--- src/hdl/lsw_pkg.sv ---
// Shared constants and types for the line segment window clipper.
package lsw_pkg;

  // Default build-time sizes.
  localparam int COORD_BITS_DEF     = 16;
  localparam int MAX_CLIP_STEPS_DEF = 4;

  // Window register indexes on the configuration port.
  localparam logic [1:0] REG_LEFT   = 2'd0;
  localparam logic [1:0] REG_BOTTOM = 2'd1;
  localparam logic [1:0] REG_RIGHT  = 2'd2;
  localparam logic [1:0] REG_TOP    = 2'd3;

  // Window values after reset.
  localparam int RESET_LEFT   = 50;
  localparam int RESET_BOTTOM = 50;
  localparam int RESET_RIGHT  = 100;
  localparam int RESET_TOP    = 100;

  // Region code bit positions.
  localparam int CODE_LEFT_BIT   = 0;
  localparam int CODE_RIGHT_BIT  = 1;
  localparam int CODE_BOTTOM_BIT = 2;
  localparam int CODE_TOP_BIT    = 3;

  typedef logic [3:0] region_t;

endpackage

--- src/hdl/line_segment_window_clipper.sv ---
// Cohen-Sutherland segment clipper against a register-held window, one request at a time.
//
//  channel   handshake              payload
//  -------   ---------------------  ---------------------------------------------------
//  request   start / busy           start_x, start_y, end_x, end_y
//  result    done (one-cycle pulse) accepted, clipped_start_x/_y, clipped_end_x/_y
//  window    cfg_valid / cfg_ready  cfg_index, cfg_data
//
// Each clip step selects the boundary in ST_TEST, goes through the shared multiplier in
// ST_MUL and the bit-serial restoring divider in ST_DIV, then adds and saturates in ST_UPD.
// A request takes from 0 to MAX_CLIP_STEPS clip steps. The divider sets the rate.
// Reset clears the sequencer and loads the default window. The result pulse cannot be held
// off, and a new request may be taken in the same cycle as the pulse.
module line_segment_window_clipper
  import lsw_pkg::*;
#(
  parameter int COORD_BITS     = COORD_BITS_DEF,
  parameter int MAX_CLIP_STEPS = MAX_CLIP_STEPS_DEF
) (
  input  logic                         clk,
  input  logic                         rst,
  input  logic                         start,
  output logic                         busy,
  input  logic signed [COORD_BITS-1:0] start_x,
  input  logic signed [COORD_BITS-1:0] start_y,
  input  logic signed [COORD_BITS-1:0] end_x,
  input  logic signed [COORD_BITS-1:0] end_y,
  output logic                         done,
  output logic                         accepted,
  output logic signed [COORD_BITS-1:0] clipped_start_x,
  output logic signed [COORD_BITS-1:0] clipped_start_y,
  output logic signed [COORD_BITS-1:0] clipped_end_x,
  output logic signed [COORD_BITS-1:0] clipped_end_y,
  input  logic                         cfg_valid,
  output logic                         cfg_ready,
  input  logic [1:0]                   cfg_index,
  input  logic [COORD_BITS-1:0]        cfg_data
);

  localparam int DW         = COORD_BITS + 1;
  localparam int SW         = COORD_BITS + 2;
  localparam int STEP_BITS  = $clog2(MAX_CLIP_STEPS + 1);
  localparam int CNT_BITS   = $clog2(COORD_BITS);

  typedef enum logic [4:0] {
    ST_IDLE = 5'b00001,
    ST_TEST = 5'b00010,
    ST_MUL  = 5'b00100,
    ST_DIV  = 5'b01000,
    ST_UPD  = 5'b10000
  } state_t;

  state_t state;

  logic signed [COORD_BITS-1:0] window_left, window_bottom, window_right, window_top;
  logic signed [COORD_BITS-1:0] x0, y0, x1, y1;
  logic [STEP_BITS-1:0]         step_cnt;
  logic [CNT_BITS-1:0]          div_cnt;

  // Operands of the current clip step.
  logic [COORD_BITS-1:0]        mag_a, mag_b, divisor;
  logic                         quot_neg, move_start, clip_y, quot_ovf;
  logic signed [COORD_BITS-1:0] base, boundary;
  logic [COORD_BITS-1:0]        rem, quo;

  region_t c0, c1, co;

  always_comb begin
    c0 = '0;
    c1 = '0;
    c0[CODE_LEFT_BIT]   = x0 < window_left;
    c0[CODE_RIGHT_BIT]  = !(x0 < window_left) && (x0 > window_right);
    c0[CODE_BOTTOM_BIT] = y0 < window_bottom;
    c0[CODE_TOP_BIT]    = !(y0 < window_bottom) && (y0 > window_top);
    c1[CODE_LEFT_BIT]   = x1 < window_left;
    c1[CODE_RIGHT_BIT]  = !(x1 < window_left) && (x1 > window_right);
    c1[CODE_BOTTOM_BIT] = y1 < window_bottom;
    c1[CODE_TOP_BIT]    = !(y1 < window_bottom) && (y1 > window_top);
  end

  logic                        seg_in, seg_out, steps_out;
  logic                        sel_clip_y;
  logic signed [COORD_BITS-1:0] sel_edge, sel_base;
  logic signed [DW-1:0]        diff_d, diff_t, diff_den;

  assign seg_in    = (c0 | c1) == '0;
  assign seg_out   = (c0 & c1) != '0;
  assign steps_out = step_cnt == STEP_BITS'(MAX_CLIP_STEPS);
  assign co        = (c0 != '0) ? c0 : c1;

  always_comb begin
    sel_clip_y = 1'b1;
    priority if (co[CODE_TOP_BIT]) begin
      sel_edge = window_top;
    end else if (co[CODE_BOTTOM_BIT]) begin
      sel_edge = window_bottom;
    end else if (co[CODE_RIGHT_BIT]) begin
      sel_edge   = window_right;
      sel_clip_y = 1'b0;
    end else begin
      sel_edge   = window_left;
      sel_clip_y = 1'b0;
    end
    // The interpolation always starts from the start endpoint.
    if (sel_clip_y) begin
      sel_base = x0;
      diff_d   = DW'(x1) - DW'(x0);
      diff_t   = DW'(sel_edge) - DW'(y0);
      diff_den = DW'(y1) - DW'(y0);
    end else begin
      sel_base = y0;
      diff_d   = DW'(y1) - DW'(y0);
      diff_t   = DW'(sel_edge) - DW'(x0);
      diff_den = DW'(x1) - DW'(x0);
    end
  end

  logic [2*COORD_BITS-1:0] product;
  logic [COORD_BITS:0]     trial;
  logic                    trial_ge;

  assign product  = mag_a * mag_b;
  assign trial    = {rem, quo[COORD_BITS-1]};
  assign trial_ge = trial >= {1'b0, divisor};

  logic [COORD_BITS:0]          quot_mag;
  logic signed [SW-1:0]         quot_signed, sum;
  logic signed [COORD_BITS-1:0] moved;
  logic                         in_range;

  always_comb begin
    quot_mag    = quot_ovf ? {1'b1, {COORD_BITS{1'b0}}} : {1'b0, quo};
    quot_signed = signed'({1'b0, quot_mag});
    if (quot_neg) begin
      quot_signed = -quot_signed;
    end
    sum      = SW'(base) + quot_signed;
    in_range = (sum[SW-1:COORD_BITS-1] == '0) || (sum[SW-1:COORD_BITS-1] == '1);
    if (in_range) begin
      moved = sum[COORD_BITS-1:0];
    end else begin
      moved = sum[SW-1] ? {1'b1, {(COORD_BITS-1){1'b0}}} : {1'b0, {(COORD_BITS-1){1'b1}}};
    end
  end

  assign busy      = state != ST_IDLE;
  // The window only changes while no request is in flight or being taken.
  assign cfg_ready = !busy && !start;

  // Sequencer and window registers.
  always_ff @(posedge clk) begin
    if (rst) begin
      state         <= ST_IDLE;
      done          <= 1'b0;
      window_left   <= COORD_BITS'(RESET_LEFT);
      window_bottom <= COORD_BITS'(RESET_BOTTOM);
      window_right  <= COORD_BITS'(RESET_RIGHT);
      window_top    <= COORD_BITS'(RESET_TOP);
    end else begin
      done <= 1'b0;
      if (cfg_valid && cfg_ready) begin
        unique case (cfg_index)
          REG_LEFT:   window_left   <= cfg_data;
          REG_BOTTOM: window_bottom <= cfg_data;
          REG_RIGHT:  window_right  <= cfg_data;
          REG_TOP:    window_top    <= cfg_data;
        endcase
      end
      unique case (state)
        ST_IDLE: begin
          if (start) state <= ST_TEST;
        end
        ST_TEST: begin
          if (seg_in || seg_out || steps_out) begin
            done  <= 1'b1;
            state <= ST_IDLE;
          end else begin
            state <= ST_MUL;
          end
        end
        ST_MUL: state <= ST_DIV;
        ST_DIV: begin
          if (div_cnt == CNT_BITS'(COORD_BITS - 1)) state <= ST_UPD;
        end
        ST_UPD: state <= ST_TEST;
        default: state <= ST_IDLE;
      endcase
    end
  end

  // Datapath: endpoints, shared multiplier and divider, result registers.
  always_ff @(posedge clk) begin
    unique case (state)
      ST_IDLE: begin
        x0       <= start_x;
        y0       <= start_y;
        x1       <= end_x;
        y1       <= end_y;
        step_cnt <= '0;
      end
      ST_TEST: begin
        accepted        <= seg_in;
        clipped_start_x <= seg_in ? x0 : '0;
        clipped_start_y <= seg_in ? y0 : '0;
        clipped_end_x   <= seg_in ? x1 : '0;
        clipped_end_y   <= seg_in ? y1 : '0;
        mag_a      <= diff_d[DW-1] ? COORD_BITS'(-diff_d) : COORD_BITS'(diff_d);
        mag_b      <= diff_t[DW-1] ? COORD_BITS'(-diff_t) : COORD_BITS'(diff_t);
        divisor    <= diff_den[DW-1] ? COORD_BITS'(-diff_den) : COORD_BITS'(diff_den);
        quot_neg   <= diff_d[DW-1] ^ diff_t[DW-1] ^ diff_den[DW-1];
        move_start <= c0 != '0;
        clip_y     <= sel_clip_y;
        base       <= sel_base;
        boundary   <= sel_edge;
      end
      ST_MUL: begin
        rem     <= product[2*COORD_BITS-1:COORD_BITS];
        quo     <= product[COORD_BITS-1:0];
        div_cnt <= '0;
      end
      ST_DIV: begin
        // A high half at or above the divisor means the quotient saturates anyway.
        if (div_cnt == '0) quot_ovf <= rem >= divisor;
        rem     <= trial_ge ? COORD_BITS'(trial - {1'b0, divisor}) : trial[COORD_BITS-1:0];
        quo     <= {quo[COORD_BITS-2:0], trial_ge};
        div_cnt <= div_cnt + 1'b1;
      end
      ST_UPD: begin
        step_cnt <= step_cnt + 1'b1;
        if (move_start) begin
          x0 <= clip_y ? moved : boundary;
          y0 <= clip_y ? boundary : moved;
        end else begin
          x1 <= clip_y ? moved : boundary;
          y1 <= clip_y ? boundary : moved;
        end
      end
      default: begin
      end
    endcase
  end

  a_done_after_test: assert property (@(posedge clk) disable iff (rst)
    done |-> $past(state == ST_TEST))
    else $error("result strobe without a decision cycle");

  a_reject_zero: assert property (@(posedge clk) disable iff (rst)
    (done && !accepted) |-> (clipped_start_x == '0 && clipped_start_y == '0 &&
                             clipped_end_x == '0 && clipped_end_y == '0))
    else $error("rejected segment carries nonzero coordinates");

  a_step_bound: assert property (@(posedge clk) disable iff (rst)
    (state != ST_IDLE) |-> (step_cnt <= STEP_BITS'(MAX_CLIP_STEPS)))
    else $error("clip step count ran past its bound");

  a_start_busy: assert property (@(posedge clk) disable iff (rst)
    (start && !busy) |=> (busy && !done))
    else $error("request taken but sequencer did not start");

endmodule

--- config.mk ---
export PLATFORM = sky130hd
export DESIGN_NAME = line_segment_window_clipper
export DESIGN_NICKNAME = d
export VERILOG_FILES = /design/src/hdl/lsw_pkg.sv /design/src/hdl/line_segment_window_clipper.sv
export SDC_FILE = /design/constraint.sdc
export NUM_CORES = 2
export LEC_CHECK = 0
export ABC_AREA = 1
export BUFFER_PORTS_ARGS = -buffer_cell sky130_fd_sc_hd__buf_2
export CAP_MARGIN = 15
export CORE_AREA = 2 2 281 283
export DETAILED_ROUTE_END_ITERATION = 7
export DIE_AREA = 0 0 283 285
export HOLD_SLACK_MARGIN = 0.03
export PLACE_DENSITY_LB_ADDON = 0.2
export SLEW_MARGIN = 30
export SYNTH_ARGS = -nofsm -noshare
export SYNTH_HDL_FRONTEND = slang
export SYNTH_SLANG_ARGS = --single-unit
export TNS_END_PERCENT = 50
--- constraint.sdc ---
create_clock -name clk -period 7.8 [get_ports clk]
set_input_delay 0.39 -clock clk [delete_from_list [all_inputs] [get_ports clk]]
set_output_delay 0.39 -clock clk [all_outputs]
set_load 0.02 [all_outputs]
==> qor.yml <==
ys_types: 54
end_kind: "register"
critPathSlowestCell: "edfxtp_1"
cts_buffers: 41
fin_skew_ps: 69.3
grt_first_pass_wirelength_um: 148000
wl_per_cell_um: 19.5
dp_hpwl_um: 78600
grt_max_degree: 87
dpl.cell_count: 4962
clock.fmax_ghz: 0.145
wl_um: 98200
setup_violations: 0
clk_pin_slew_ps: 60
drv_cap: 0
cts_max_level: 2
crit_buf_inv: 4
cp-start-kind: "register"
synth-edff-count: 252
io_buffer_count: 153
yosysWarnings: 0
seq_area_frac_synth_pct: 29.1
placementRows: 103
postSynthAreaPerCell_um2: 7.93
hold_viol_final: 0
die-area_um2: 80700
clk_latency_ps: 620
fillCellCount: 7886
synth-xor-area-share_pct: 3.83
synth-adder-area-share_pct: 26.5
slew_headroom_pct: 38.1
slew_viol_final: 0
instances_no_fill: 5043
synth_area_um2: 30800
ys_ff_latch: 322
antennaDiodeCount: 0
drc_errors: 0
syn_nets: 4502
finalCritPeriodShare_pct: 88.7
postRouteAntennaNets: 0
critical_path_arrival_ps: 7240
drive_gt1_share_pct: 7.59
antenna_found_initial: 1
async_reset_ff_share_pct: 0
drt_iter0_markers: 1711
start_util_pct: 39.5
drtPass1Iterations: 5
finalSetupTns_ps: 0
synthMuxAreaShare_pct: 0
coreArea_um2: 78000
syn_inst: 3884
path_cells: "nand2_1 -> fa_1 -> inv_1 -> fa_1 -> inv_1 -> fa_1 -> fa_1 -> fa_1 -> inv_1 -> fa_1 -> ha_1 -> nand2_1 -> nor2_1 -> nand3_1 -> nand3_1 -> a21oi_1 -> inv_1 -> a21oi_1 -> o21ai_0 -> a21oi_1 -> o21ai_0 -> or2_2 -> nand3_1 -> nand2_1"
cts_setup_buffers: 0
slowest_delay_ps: 790
clockBufferDepth: 3
path_delay_family: "adder cells"
tightest_slew_ps: 929
cp_common_cell: "fa_1"
gp_congestion: 0.926
num-nets-final: 4578
clock-sinks: 322
synthSimpleGateAreaFrac_pct: 19.0
required_ps: 8130
num_vias: 25500
path_class: "reg -> reg"
status: "complete, no violations"
synth_compound_area_share_pct: 11.1
grt_pass1_vias: 24900
crit_fanout: 16
ys.flop_type: "edfxtp_1"
grt-ovfl-total: 0
hold_class: "in -> reg"
area_growth_pct: 10.2
grt_usage_pct: 24.0
die_w_um: 283
pin_count: 154
cts_tree: "done"
cts_root_buf: "clkbuf_16"
fp.dieH_um: 285
finalCriticalPeriod_ps: 6920
timing.hold.ws_ps: 54.4
routed_via_density: 5.06
rsz0062_at_grt: "no"
synth_top_family_by_area: "adder cells"
stage by stage:
stage          worst slack [ps]  util [%]  area (um2)
4_1_cts                     896      43.5       33900
3_5_place_dp                916      41.6       32400
6_report                    885      43.5       33900
5_1_grt                     449      43.5       33900
3_3_place_gp               1040      41.6       32400
2_1_floorplan              1470         -       30800
cells in the final DEF, fill, tap and decap left out, types with 5 or more instances in the layout:
cell	instances
clkinv_1	5
nand4_1	23
nand2_2	10
nor2_1	194
xnor2_1	48
nand3b_1	12
a21boi_0	7
clkinv_2	6
o21bai_1	5
nor3_1	25
bufinv_16	6
inv_2	7
o21ai_0	218
nor4_1	6
buf_2	153
a31oi_1	15
o211ai_1	11
dlygate4sd3_1	5
a21oi_1	310
o21a_1	15
clkbuf_1	7
fa_1	199
inv_6	5
edfxtp_1	252
inv_1	673
a21o_1	12
clkbuf_16	41
nand2_1	985
buf_4	25
nand3_1	151
xor2_1	84
dfxtp_1	70
o21ai_1	5
ha_1	333
o21ai_2	9
or2_2	10
worst reg2reg max path, stage by stage, from the launching register on:
cell and delay, ps:
edfxtp_1 790, nand2_1 170, fa_1 560, inv_1 50, fa_1 530, inv_1 60, fa_1 550, fa_1 470
fa_1 560, inv_1 60, fa_1 480, ha_1 370, nand2_1 110, nor2_1 60, nand3_1 80, nand3_1 170
a21oi_1 260, inv_1 70, a21oi_1 270, o21ai_0 220, a21oi_1 250, o21ai_0 130, or2_2 290, nand3_1 70
nand2_1 60
synth_stat cells (48+ instances only):
| library cell | number | area (um2) |
|---|---|---|
| xnor2_1 | 48 | 420 |
| dfxtp_1 | 70 | 1400 |
| ha_1 | 333 | 4170 |
| xor2_1 | 84 | 736 |
| a21oi_1 | 310 | 1550 |
| nand3_1 | 151 | 756 |
| o21ai_0 | 219 | 1100 |
| nand2_1 | 985 | 3700 |
| inv_1 | 678 | 2540 |
| clkbuf_1 | 125 | 469 |
| fa_1 | 199 | 3980 |
| edfxtp_1 | 252 | 7570 |
| nor2_1 | 194 | 728 |
kinds of logic (layout without fill, tap and decap cells):
| family | count (synthesis) | in the layout |
|---|---|---|
| buffers and inverters | 836 | 945 |
| and+or+nand+nor | 1432 | 1432 |
| adders and majority gates | 532 | 532 |
| xor gates and xnor gates | 133 | 133 |
| AOI/OAI and AO/OA | 629 | 629 |
| DFF | 322 | 322 |
worst paths after layout:
check	endpoint	cells past startpoint	slack, ps	start
hold reg to reg	window_right[6]	2	480	window_right[6]
setup reg to reg	rem[13]	24	880	mag_a[5]
hold / removal	x1[13]	3	50	end_x[13]
setup / recovery	rem[13]	24	880	mag_a[5]
routing by layer:
metal | wire, um | track usage, % | vias up
li1 | - | - | 12600
met1 | 41500 | 30.0 | 12200
met2 | 48700 | 42.5 | 586
met3 | 3880 | 2.62 | 142
met4 | 4140 | 9.23 | 0
met5 | 0 | 0 | -
final cells by class:
type	count	area [um2]	area share (%)
Clock buffer	49	1070	3.14
Clock inverter	27	375	1.11
Inverter	685	2580	7.60
Multi-Input combinational cell	2726	18600	54.8
Sequential cell	322	8970	26.4
Tap cell	1050	1310	3.87
Timing Repair Buffer	184	1030	3.04
flip-flops by register name, summed over array words and instances, names as in the netlist, 16 cells and up:
name and flops:
base 16, boundary 16, clipped_end_x 16, clipped_end_y 16
clipped_start_x 16, clipped_start_y 16, divisor 16, mag_a 16
mag_b 16, quo 16, rem 16, window_bottom 16
window_left 16, window_right 16, window_top 16, x0 16
x1 16, y0 16, y1 16
repair_timing:
action | in CTS | in global routing
endpoints found under the setup margin | 0 | 0
gates resized for setup | 0 | 0
hold endpoints to repair | 5 | 0
hold buffers | 5 | 0
Power is not shown: default switching activity piles up to over one toggle a cycle in this logic, so the estimate is an artifact.
